<file path="src/design/airc_pkg.sv">
`default_nettype none
package airc_pkg;

	localparam int VALUE_BITS = 16;
	localparam int MAG_W = VALUE_BITS + 1;
	localparam int PROD_W = MAG_W + 4;
	localparam int VAL_W = VALUE_BITS + 2;
	localparam int ADDR_W = 3;
	localparam int DATA_W = 32;

	// register index taken from the word address bit
	localparam logic REG_LOWER = 1'b0;
	localparam logic REG_UPPER = 1'b1;

	localparam logic [VALUE_BITS-1:0] LOWER_RESET = {1'b1, {(VALUE_BITS-1){1'b0}}};
	localparam logic [VALUE_BITS-1:0] UPPER_RESET = {1'b0, {(VALUE_BITS-1){1'b1}}};
	localparam logic [MAG_W-1:0] MAG_CAP = {1'b1, {VALUE_BITS{1'b0}}};

	localparam logic [7:0] CH_END = 8'h00;
	localparam logic [7:0] CH_TAB = 8'h09;
	localparam logic [7:0] CH_CR = 8'h0d;
	localparam logic [7:0] CH_SPACE = 8'h20;
	localparam logic [7:0] CH_PLUS = 8'h2b;
	localparam logic [7:0] CH_MINUS = 8'h2d;
	localparam logic [7:0] CH_ZERO = 8'h30;
	localparam logic [7:0] CH_NINE = 8'h39;
	localparam logic [7:0] CH_UP_A = 8'h41;
	localparam logic [7:0] CH_UP_F = 8'h46;
	localparam logic [7:0] CH_X_UP = 8'h58;
	localparam logic [7:0] CH_LO_A = 8'h61;
	localparam logic [7:0] CH_LO_F = 8'h66;
	localparam logic [7:0] CH_X_LO = 8'h78;

	typedef struct packed {
		logic accepted;
		logic [VALUE_BITS-1:0] value;
	} result_t;

endpackage
`default_nettype wire

</file>
<file path="src/design/airc_parser.sv">
`default_nettype none
module airc_parser (
	input  wire logic clk,
	input  wire logic arst_n,
	input  wire logic step,
	input  wire logic [7:0] char_code,
	input  wire logic [airc_pkg::VALUE_BITS-1:0] lower_bound,
	input  wire logic [airc_pkg::VALUE_BITS-1:0] upper_bound,
	output airc_pkg::result_t res
);

	localparam logic [3:0] PH_LEAD = 4'd0;
	localparam logic [3:0] PH_ZERO = 4'd1;
	localparam logic [3:0] PH_HEXSTART = 4'd2;
	localparam logic [3:0] PH_HEX = 4'd3;
	localparam logic [3:0] PH_WS = 4'd4;
	localparam logic [3:0] PH_SIGN = 4'd5;
	localparam logic [3:0] PH_DEC = 4'd6;

	logic [3:0] phase_q, phase_d;
	logic neg_q, neg_d;
	logic [airc_pkg::MAG_W-1:0] mag_q, mag_d;
	logic err_q, err_d;

	logic is_dec, is_hex_lo, is_hex_up, is_ws, is_sign;
	logic [3:0] hex_dig;
	logic [7:0] hex_off;
	logic use_dig, base16;
	logic [3:0] dig;
	logic [airc_pkg::PROD_W-1:0] prod, sum;

	assign is_dec = (char_code >= airc_pkg::CH_ZERO) && (char_code <= airc_pkg::CH_NINE);
	assign is_hex_lo = (char_code >= airc_pkg::CH_LO_A) && (char_code <= airc_pkg::CH_LO_F);
	assign is_hex_up = (char_code >= airc_pkg::CH_UP_A) && (char_code <= airc_pkg::CH_UP_F);
	assign is_ws = (char_code == airc_pkg::CH_SPACE) ||
		((char_code >= airc_pkg::CH_TAB) && (char_code <= airc_pkg::CH_CR));
	assign is_sign = (char_code == airc_pkg::CH_PLUS) || (char_code == airc_pkg::CH_MINUS);
	// letters a-f and A-F both land on 10..15 after subtracting their base minus ten
	assign hex_off = is_hex_lo ? (char_code - (airc_pkg::CH_LO_A - 8'd10)) :
		is_hex_up ? (char_code - (airc_pkg::CH_UP_A - 8'd10)) : char_code;
	assign hex_dig = hex_off[3:0];

	always_comb begin
		phase_d = phase_q;
		neg_d = neg_q;
		err_d = err_q;
		use_dig = 1'b0;
		base16 = 1'b0;
		dig = char_code[3:0];
		if (!err_q) begin
			case (phase_q)
				PH_LEAD: begin
					if (char_code == airc_pkg::CH_SPACE) begin
						phase_d = PH_LEAD;
					end else if (char_code == airc_pkg::CH_ZERO) begin
						phase_d = PH_ZERO;
					end else if (is_dec) begin
						use_dig = 1'b1;
						phase_d = PH_DEC;
					end else if (is_ws) begin
						phase_d = PH_WS;
					end else if (is_sign) begin
						neg_d = (char_code == airc_pkg::CH_MINUS);
						phase_d = PH_SIGN;
					end else begin
						err_d = 1'b1;
					end
				end
				PH_ZERO: begin
					if ((char_code == airc_pkg::CH_X_LO) || (char_code == airc_pkg::CH_X_UP)) begin
						phase_d = PH_HEXSTART;
					end else if (is_dec) begin
						use_dig = 1'b1;
						phase_d = PH_DEC;
					end else begin
						err_d = 1'b1;
					end
				end
				PH_HEXSTART, PH_HEX: begin
					if (is_dec || is_hex_lo || is_hex_up) begin
						use_dig = 1'b1;
						base16 = 1'b1;
						dig = hex_dig;
						phase_d = PH_HEX;
					end else begin
						err_d = 1'b1;
					end
				end
				PH_WS: begin
					if (is_ws) begin
						phase_d = PH_WS;
					end else if (is_dec) begin
						use_dig = 1'b1;
						phase_d = PH_DEC;
					end else if (is_sign) begin
						neg_d = (char_code == airc_pkg::CH_MINUS);
						phase_d = PH_SIGN;
					end else begin
						err_d = 1'b1;
					end
				end
				PH_SIGN, PH_DEC: begin
					if (is_dec) begin
						use_dig = 1'b1;
						phase_d = PH_DEC;
					end else begin
						err_d = 1'b1;
					end
				end
				default: begin
					err_d = 1'b1;
				end
			endcase
		end
	end

	// times ten as shift-add, times sixteen as shift; saturate at the cap
	assign prod = base16 ? {mag_q, 4'b0000} :
		({1'b0, mag_q, 3'b000} + {3'b000, mag_q, 1'b0});
	assign sum = prod + airc_pkg::PROD_W'(dig);
	assign mag_d = !use_dig ? mag_q :
		(sum > {4'b0000, airc_pkg::MAG_CAP}) ? airc_pkg::MAG_CAP : sum[airc_pkg::MAG_W-1:0];

	always_ff @(posedge clk or negedge arst_n) begin
		if (!arst_n) begin
			phase_q <= PH_LEAD;
			neg_q <= 1'b0;
			mag_q <= '0;
			err_q <= 1'b0;
		end else if (step) begin
			if (char_code == airc_pkg::CH_END) begin
				phase_q <= PH_LEAD;
				neg_q <= 1'b0;
				mag_q <= '0;
				err_q <= 1'b0;
			end else begin
				phase_q <= phase_d;
				neg_q <= neg_d;
				mag_q <= mag_d;
				err_q <= err_d;
			end
		end
	end

	logic signed [airc_pkg::VAL_W-1:0] mag_ext, val, lo_ext, hi_ext;
	logic ok;

	assign mag_ext = $signed({1'b0, mag_q});
	assign val = neg_q ? -mag_ext : mag_ext;
	assign lo_ext = $signed({{2{lower_bound[airc_pkg::VALUE_BITS-1]}}, lower_bound});
	assign hi_ext = $signed({{2{upper_bound[airc_pkg::VALUE_BITS-1]}}, upper_bound});
	assign ok = !err_q && ((phase_q == PH_ZERO) || (phase_q == PH_HEX) || (phase_q == PH_DEC)) &&
		!(lo_ext > hi_ext) && !(val < lo_ext) && !(val > hi_ext);

	assign res.accepted = ok;
	assign res.value = ok ? val[airc_pkg::VALUE_BITS-1:0] : '0;

endmodule
`default_nettype wire

</file>
<file path="src/design/ascii_integer_range_checker_core.sv">
// ASCII integer range checker.
// Input channel (in_valid/in_ready, char_code): one byte of a text string per
// item; a zero byte ends the string. Output channel (out_valid/out_ready,
// accepted, parsed_value): one result per ending byte, nothing for other bytes.
// The text is a decimal integer (optional whitespace and sign) or "0x" hex;
// it is accepted when well formed and between lower_bound and upper_bound.
// APB registers: lower_bound at 0x0, upper_bound at 0x4, 16-bit two's
// complement, sign-extended on read. Write them only while the block is idle.
// Throughput: one byte per cycle while in_ready is high. The result shows in the
// cycle after the ending byte is taken, held in the output register until out_ready.
// The parse state update is one shift-add and saturate between the state
// registers; the bound compare feeds the output register.
// When the receiver stalls, in_ready stays high until a result is waiting and
// out_ready is low; bytes that make no result are still blocked then.
// Reset: parse state returns to the leading-space phase, the output empties,
// and the bounds return to the full range -32768..32767.
`default_nettype none
module ascii_integer_range_checker_core (
	input  wire logic clk,
	input  wire logic arst_n,
	input  wire logic in_valid,
	output logic in_ready,
	input  wire logic [7:0] char_code,
	output logic out_valid,
	input  wire logic out_ready,
	output logic accepted,
	output logic [airc_pkg::VALUE_BITS-1:0] parsed_value,
	input  wire logic psel,
	input  wire logic penable,
	input  wire logic pwrite,
	input  wire logic [airc_pkg::ADDR_W-1:0] paddr,
	input  wire logic [airc_pkg::DATA_W-1:0] pwdata,
	output logic [airc_pkg::DATA_W-1:0] prdata,
	output logic pready
);

	logic [airc_pkg::VALUE_BITS-1:0] lower_q, upper_q;
	logic cfg_wr;
	logic step;
	logic out_valid_q;
	airc_pkg::result_t res, res_q;
	logic signed [airc_pkg::VALUE_BITS-1:0] rd_val;

	assign pready = 1'b1;
	assign cfg_wr = psel && penable && pwrite;

	always_ff @(posedge clk or negedge arst_n) begin
		if (!arst_n) begin
			lower_q <= airc_pkg::LOWER_RESET;
			upper_q <= airc_pkg::UPPER_RESET;
		end else if (cfg_wr) begin
			if (paddr[2] == airc_pkg::REG_LOWER) begin
				lower_q <= pwdata[airc_pkg::VALUE_BITS-1:0];
			end else begin
				upper_q <= pwdata[airc_pkg::VALUE_BITS-1:0];
			end
		end
	end

	assign rd_val = (paddr[2] == airc_pkg::REG_UPPER) ? $signed(upper_q) : $signed(lower_q);
	assign prdata = airc_pkg::DATA_W'(rd_val);

	assign in_ready = !out_valid_q || out_ready;
	assign step = in_valid && in_ready;

	airc_parser u_parser (
		.clk(clk),
		.arst_n(arst_n),
		.step(step),
		.char_code(char_code),
		.lower_bound(lower_q),
		.upper_bound(upper_q),
		.res(res)
	);

	always_ff @(posedge clk or negedge arst_n) begin
		if (!arst_n) begin
			out_valid_q <= 1'b0;
		end else if (step && (char_code == airc_pkg::CH_END)) begin
			out_valid_q <= 1'b1;
		end else if (out_ready) begin
			out_valid_q <= 1'b0;
		end
	end

	// hold the result until taken
	always_ff @(posedge clk) begin
		if (step && (char_code == airc_pkg::CH_END)) begin
			res_q <= res;
		end
	end

	assign out_valid = out_valid_q;
	assign accepted = res_q.accepted;
	assign parsed_value = res_q.value;

endmodule
`default_nettype wire

</file>
<file path="config.mk">
export PLATFORM = sky130hd
export DESIGN_NAME = ascii_integer_range_checker_core
export DESIGN_NICKNAME = d
export VERILOG_FILES = /design/src/design/airc_pkg.sv /design/src/design/airc_parser.sv /design/src/design/ascii_integer_range_checker_core.sv
export SDC_FILE = /design/constraint.sdc
export NUM_CORES = 1
export LEC_CHECK = 0
export BUFFER_PORTS_ARGS = -buffer_cell sky130_fd_sc_hd__buf_2
export CORE_UTILIZATION = 60
export CTS_CLUSTER_SIZE = 14
export DETAILED_ROUTE_END_ITERATION = 10
export PLACE_DENSITY = 0.83
export SLEW_MARGIN = 20
export SYNTH_ARGS = -nofsm -noshare
export SYNTH_HDL_FRONTEND = slang
export SYNTH_SLANG_ARGS = --single-unit
</file>
<file path="constraint.sdc">
create_clock -name clk -period 10.7 [get_ports clk]
set_input_delay 0.535 -clock clk [delete_from_list [all_inputs] [get_ports clk]]
set_output_delay 0.535 -clock clk [all_outputs]
set_load 0.01 [all_outputs]
</file>
==> results of run 1 <==
[worst max-delay path by stage]
stage	from	to	slack, ns	cells past startpoint
6_report	char_code[1]	u_parser.mag_q[1]	4.92	21
5_1_grt	char_code[1]	u_parser.mag_q[0]	4.56	21
4_1_cts	char_code[1]	u_parser.mag_q[8]	4.97	21
3_5_place_dp	char_code[1]	u_parser.mag_q[8]	4.64	21
3_3_place_gp	char_code[1]	u_parser.mag_q[5]	4.78	21
2_1_floorplan	char_code[1]	u_parser.mag_q[0]	4.90	23
[metal layers]
metal / up-vias / part of all wire, % / global-route usage, %
met5: - / 0 / 0
met4: 0 / 2.0 / 8.591
met2: 249 / 49 / 50.85
met3: 38 / 5.5 / 5.858
met1: 2936 / 43 / 36.96
li1: 2955 / - / -
[state kept, by name, indices dropped and copies added (netlist names)]
register	cells
u_parser.err_q	1
lower_q	16
parsed_value	16
u_parser.neg_q	1
out_valid	1
u_parser.phase_q	4
upper_q	16
accepted	1
u_parser.mag_q	17
[area by class of cell]
| class | count | area, sq um |
|---|---|---|
| clock buffer | 13 | 260.3 |
| fill | 850 | 3492 |
| tap | 140 | 175.2 |
| sequential | 73 | 1932 |
| clock inverter | 3 | 40.04 |
| inverter | 54 | 202.7 |
| multi-input combinational | 612 | 4448 |
| timing repair buffer | 85 | 432.9 |
[layout by cell type (no fill, tap or decap), types with 17 or more instances in the layout]
cell type  count
xor2_1        19
o21ai_0       54
edfxtp_1      17
ha_1          74
mux2_2        34
buf_2         82
a21o_1        17
nand2b_1      24
nand2_1       71
inv_1         54
a21oi_1       43
nand3_1       21
xnor2_1       28
dfrtp_1       40
nor3_1        24
nor2_1        40
[through the flow]
step,cells,power (mW),instance area [sq um],util (%)
after floorplan,792,0.5222,6859,-
after global placement,964,0.5756,7182,65.39
after detailed placement,964,0.5894,7182,65.39
after CTS,980,0.8962,7482,68.12
after global routing,980,0.9427,7491,68.20
final,980,0.8965,7491,68.20
[cells by family (layout without fill, tap and decap cells)]
logic type | count (synthesis) | in the layout | synth area share (%)
AND/OR/NAND/NOR | 249 | 249 | 18.53
AO/OA/AOI/OAI | 201 | 201 | 19.83
buffers and inverters | 107 | 155 | 7.169
adder cells (fa/ha/maj) | 76 | 76 | 14.08
flip-flops | 73 | 73 | 28.16
XOR/XNOR | 47 | 47 | 6.002
multiplexers | 38 | 38 | 6.166
other | 1 | 1 | 0.05467
[critical path, cell delays in order]
cell	delay, ns
buf_2	0.11
inv_1	0.10
ha_1	0.22
o21bai_1	0.11
a2111o_1	0.55
a21oi_2	0.17
buf_4	0.30
nor2_1	0.08
ha_1	0.22
fa_1	0.43
a21oi_1	0.47
nor2_1	0.11
xnor2_1	0.16
nor2_1	0.05
a31oi_1	0.22
nand4_1	0.11
or4_1	0.44
or4b_1	0.47
or4_4	0.44
o31ai_4	0.48
a32o_1	0.25
[power groups by stage]
| stage | Sequential (mW) | Combinational (mW) | Clock [mW] |
|---|---|---|---|
| floorplan | 0.341 | 0.181 | 0 |
| global placement | 0.348 | 0.227 | 0 |
| detailed placement | 0.350 | 0.239 | 0 |
| CTS | 0.346 | 0.244 | 0.307 |
| global route | 0.350 | 0.276 | 0.317 |
| finish | 0.346 | 0.247 | 0.303 |
==> metrics, run 1 <==
ys async rst share 76.71%; Synth cell types 67; Clk network pwr share between 30% and 40%; Avg Cell Area, Syn 8.660 sq um; wire per inst between 15 and 20 um; most common cell in the synthesized netlist ha_1; CTS tree built; clock insertion delay at the later pin of the skew report 0.34 ns; H-tree levels 3; I/O Pins 102; WL final 16.82 mm; Core Area 10,980 sq um; logic gate share of total power 27.5%; Int Power 0.6180 mW; Sw Ratio 31.06%; clock buffer depth 2; status finished, final reports clean; leakage power roughly 3.5 nW; vias post-DR 6,178; fmax 0.1730 GHz; Worst Max-Slew Pin Slew 1.058 ns; CTS resizes 0; ratio of total power to cell area 119.7 nW/um^2; CTS clk-pin slew, worst paths 0.06 ns; vias in the first global route slightly below 6,000; Seq/Total Area, Yosys roughly 28%; Antenna Cells 0; number of vias per cell 6.304; Max-Cap Viols 0; input/output buffers 82; reg2reg start u_parser.phase_q[3]; First-pass DRT Iterations 6; initial core utilization 62.45%; cell count after synthesis 792; largest net degree at the start of global routing 57; initial DRC count 415; Tightest Hold Check Type primary input to async pin; leading post-synthesis cells by cell area dfrtp_1 15%, ha_1 13%, edfxtp_1 7.4%; Post-synth top cells 74 x ha_1, 71 x nand2_1, 55 x o21ai_0, 54 x inv_1, 44 x a21oi_1; Layout Nets 961; r2r endpoint u_parser.mag_q[1]; hold slack between 0.3 and 0.4 ns; #FFs+latches synth 73; # hold bufs at CTS 0; maximum vdd ir drop roughly 0.13 mV; Post-synth EDFFs 17; Syn Nets 918; die area 11,860 sq um; crit path DAT 6.05 ns; Setup CP Type primary input to flip-flop; NetSw 0.2785 mW; Main synth FF type dfrtp_1; Crit. End Element flip-flop; Die Y 108.9 um; post-CTS setup buffers 0; final hold viol count 0; R2R Setup Slk 5.32 ns; first-pass GRT wire length between 20 and 30 mm; Overall Global Routing Usage between 20 and 30%; pre-CTS setup slack 4.642 ns; Slew Viols, Final 0; initial antenna violation count 0; # rows 38; Area Growth Syn to Fin 9.212%; cell taking the most area after synthesis dfrtp_1; required time worst endpoint 10.97 ns; Sinks on Clock Net 73; drt drc 0; Slew headroom approximately 29%; critical-path maximum fanout 31; crit start category primary input; DRT antenna net count 0; Synth top area share 14.59%; share of cells above drive strength 1 between 10% and 20%; root buffer cell clkbuf_16; Die X 108.9 um; Final period util 54.01%; final setup violating endpoints 0; post-layout min period 5.779 ns; Ys Warns 0; final setup margin slightly below 5 ns; r2r worst-path depth 17; unrepaired setup endpoints after global routing false; Final Wtd Congestion between 0.8 and 0.9; sequential share of power roughly 39%; DP HPWL 12.62 mm; TritonCTS buffer count 9; clock skew roughly 0.008 ns; Sum Neg Setup Slack 0 ns; grt total ovfl 0; Mapped Area 6859 sq um
(Power assumes the default switching activity.)
==> run 2, diff against run 1 <==
- ABC_AREA: default -> 1
- clock period: 10.7 -> 6 ns (I/O delays scaled with it)
==> run 2 against run 1 <==
Net effect: register-to-register slack worse by 4.4 ns; first-iteration DRC count increased by 24%; combinational power up 55%; synthesized area increased by 12%; sequential share of layout area is 2.7 points lower; wire length rose by 12%; clock power rose by 98%.
==> metrics, run 2 <==
Mapped Area 7656 sq um; fmax 0.1959 GHz; critical path's largest stage delay ~0.55 ns; final setup violating endpoints 0; clock skew around 0.0082 ns; critical-path maximum fanout 17; root buffer cell clkbuf_16; DP HPWL between 10 and 15 mm; CP most frequent cell inv_1; Main synth FF type dfrtp_1; Largest Register u_parser.mag_q; Antenna Cells 0; Slew headroom 30.19%; Area Growth Syn to Fin 9.413%; wire per inst 14.00 um; # rows 40; grt total ovfl 0; cell taking the most area after synthesis nand2_1; Synth top area share roughly 14%; CTS tree built; Overall Global Routing Usage 30.13%; max reg flops 17; Final Wtd Congestion slightly above 0.9; vias post-DR 7,506; r2r worst-path depth 22; number of vias per cell 5.585; initial antenna violation count 0; CP top delay family simple AND/OR/NAND/NOR gates; status finished, final reports clean; ys async rst share between 70% and 80%; crit path DAT between 5 and 6 ns; Crit-path slowest cell nand3_1; clock insertion delay at the later pin of the skew report 0.34 ns; Synth cell types 58; H-tree levels 3; Ys Warns 0; #FFs+latches synth 73; CP startpoint u_parser.mag_q[0]; final setup margin about 0.90 ns; Avg Cell Area, Syn 6.854 sq um; post-layout min period 5.104 ns; Post-synth EDFFs 17; Die Y between 100 and 150 um; Sinks on Clock Net 73; WP depth 22; largest net degree at the start of global routing 57; CTS clk-pin slew, worst paths 0.06 ns; Final period util 85.07%; Worst Max-Slew Pin Slew around 1.0 ns; leading post-synthesis cells by cell area nand2_1 14%, dfrtp_1 13%, ha_1 12%; # hold bufs at CTS 0; CTS resizes 0; drt drc 0; Crit. End Element flip-flop; cell count after synthesis 1,117; first-pass GRT wire length 31.91 mm; die area roughly 13,000 sq um; leakage power 4.514 nW; maximum vdd ir drop between 0.15 and 0.2 mV; Max-Cap Viols 0; vias in the first global route 6,899; Layout Nets roughly 1,300; WP buf/inv 6; Setup CP Type flip-flop to flip-flop; Post-synth top cells 287 x nand2_1, 156 x inv_1, 92 x nor2_1, 82 x nand3_1, 74 x ha_1; initial DRC count 516; required time worst endpoint 6.15 ns; Slew Viols, Final 0; pre-CTS setup slack 1.176 ns; post-CTS setup buffers 0; critical-path cell list inv_1 -> ha_1 -> inv_1 -> nor3_1 -> inv_1 -> nor3_1 -> inv_1 -> nor3_1 -> inv_1 -> o21ai_0 -> o21ai_0 -> xor2_1 -> ha_1 -> nand2_1 -> inv_1 -> nand3_1 -> a21oi_1 -> a2111oi_0 -> nand3_1 -> xnor2_1 -> nand3_1 -> nor3b_1; Syn Nets 1,243; clock buffer depth 2; ratio of total power to cell area 189.8 nW/um^2; Tightest Hold Check Type primary input to async pin; commonest non-fill, non-tap cell in the layout nand2_1; share of cells above drive strength 1 15.22%; final hold viol count 0; unrepaired setup endpoints after global routing false; most common cell in the synthesized netlist nand2_1; Die X 115.0 um; input/output buffers 82; Core Area 12,210 sq um; Sum Neg Setup Slack 0 ns; TritonCTS buffer count 9; reg2reg start u_parser.mag_q[0]; First-pass DRT Iterations 5; I/O Pins slightly above 100; WL final 18.82 mm; Seq/Total Area, Yosys 25.23%; commonest cells after routing, fill and taps aside 287 x nand2_1, 156 x inv_1, 91 x nor2_1, 82 x nand3_1, 82 x buf_2; initial core utilization 62.69%; DRT antenna net count 0; crit start category flip-flop
## run 2: final cells by class
cell class | count | area [sq um]
inverter | 168 | 631.9
clock buffer | 12 | 289.0
fill | 1088 | 3835
multi-input combinational | 834 | 4826
sequential | 73 | 1932
tap | 168 | 210.2
timing repair buffer | 85 | 432.9
clock inverter | 4 | 55.05
## run 2: per-layer routing
metal / track usage (%) / up-vias / wire length [um]
met3: 4.112 / 46 / 1008
met1: 39.98 / 3427 / 8528
li1: - / 3775 / -
met5: 0 / - / 0
met4: 9.177 / 0 / 479
met2: 51.08 / 258 / 8798
## run 2: cells by family (layout without fill, tap and decap cells)
logic type      after synthesis  after routing  share of synthesized area (%)
simple gates                586            586                          36.67
buf+inv                     210            269                          11.77
compound gates              145            145                          10.69
fa+ha+maj                    76             76                          12.62
flops                        73             73                          25.23
xor+xnor                     26             26                          2.974
other cells                   1              1                        0.04898
## run 2: worst paths after layout
kind                                 endpoint  slack [ns]
max                           parsed_value[1]        0.90
min reg2reg                        upper_q[1]        0.50
max reg2reg                   parsed_value[1]        0.90
min                                lower_q[2]        0.09
min in group clk                  upper_q[12]        0.19
max in group asynchronous  u_parser.mag_q[12]        5.42
## run 2: stage by stage
step | cell area (sq um) | total power [mW] | cells | utilization, % | hold WS, ns
after CTS | 8377 | 1.589 | 1344 | 68.60 | 0.1238
after floorplan | 7656 | 0.8893 | 1117 | - | 0.004409
final | 8377 | 1.590 | 1344 | 68.60 | 0.09419
after global routing | 8377 | 1.674 | 1344 | 68.60 | 0.1827
after global placement | 8033 | 0.9772 | 1328 | 65.78 | 0.4748
after detailed placement | 8033 | 0.9883 | 1328 | 65.78 | 0.4804
## run 2: worst register-to-register path, cell delays in order, from the launching register on
cell and delay, ns:
dfrtp_1 0.42, inv_1 0.24, ha_1 0.19, inv_1 0.05, nor3_1 0.21, inv_1 0.10
nor3_1 0.19, inv_1 0.11, nor3_1 0.31, inv_1 0.08, o21ai_0 0.35, o21ai_0 0.19
xor2_1 0.24, ha_1 0.27, nand2_1 0.09, inv_1 0.04, nand3_1 0.08, a21oi_1 0.05
a2111oi_0 0.41, nand3_1 0.16, xnor2_1 0.17, nand3_1 0.55, nor3b_1 0.41
## run 2: power breakdown
group,internal [mW],switching [mW]
Sequential,0.566,0.0414
Combinational,0.146,0.237
Clock,0.385,0.215
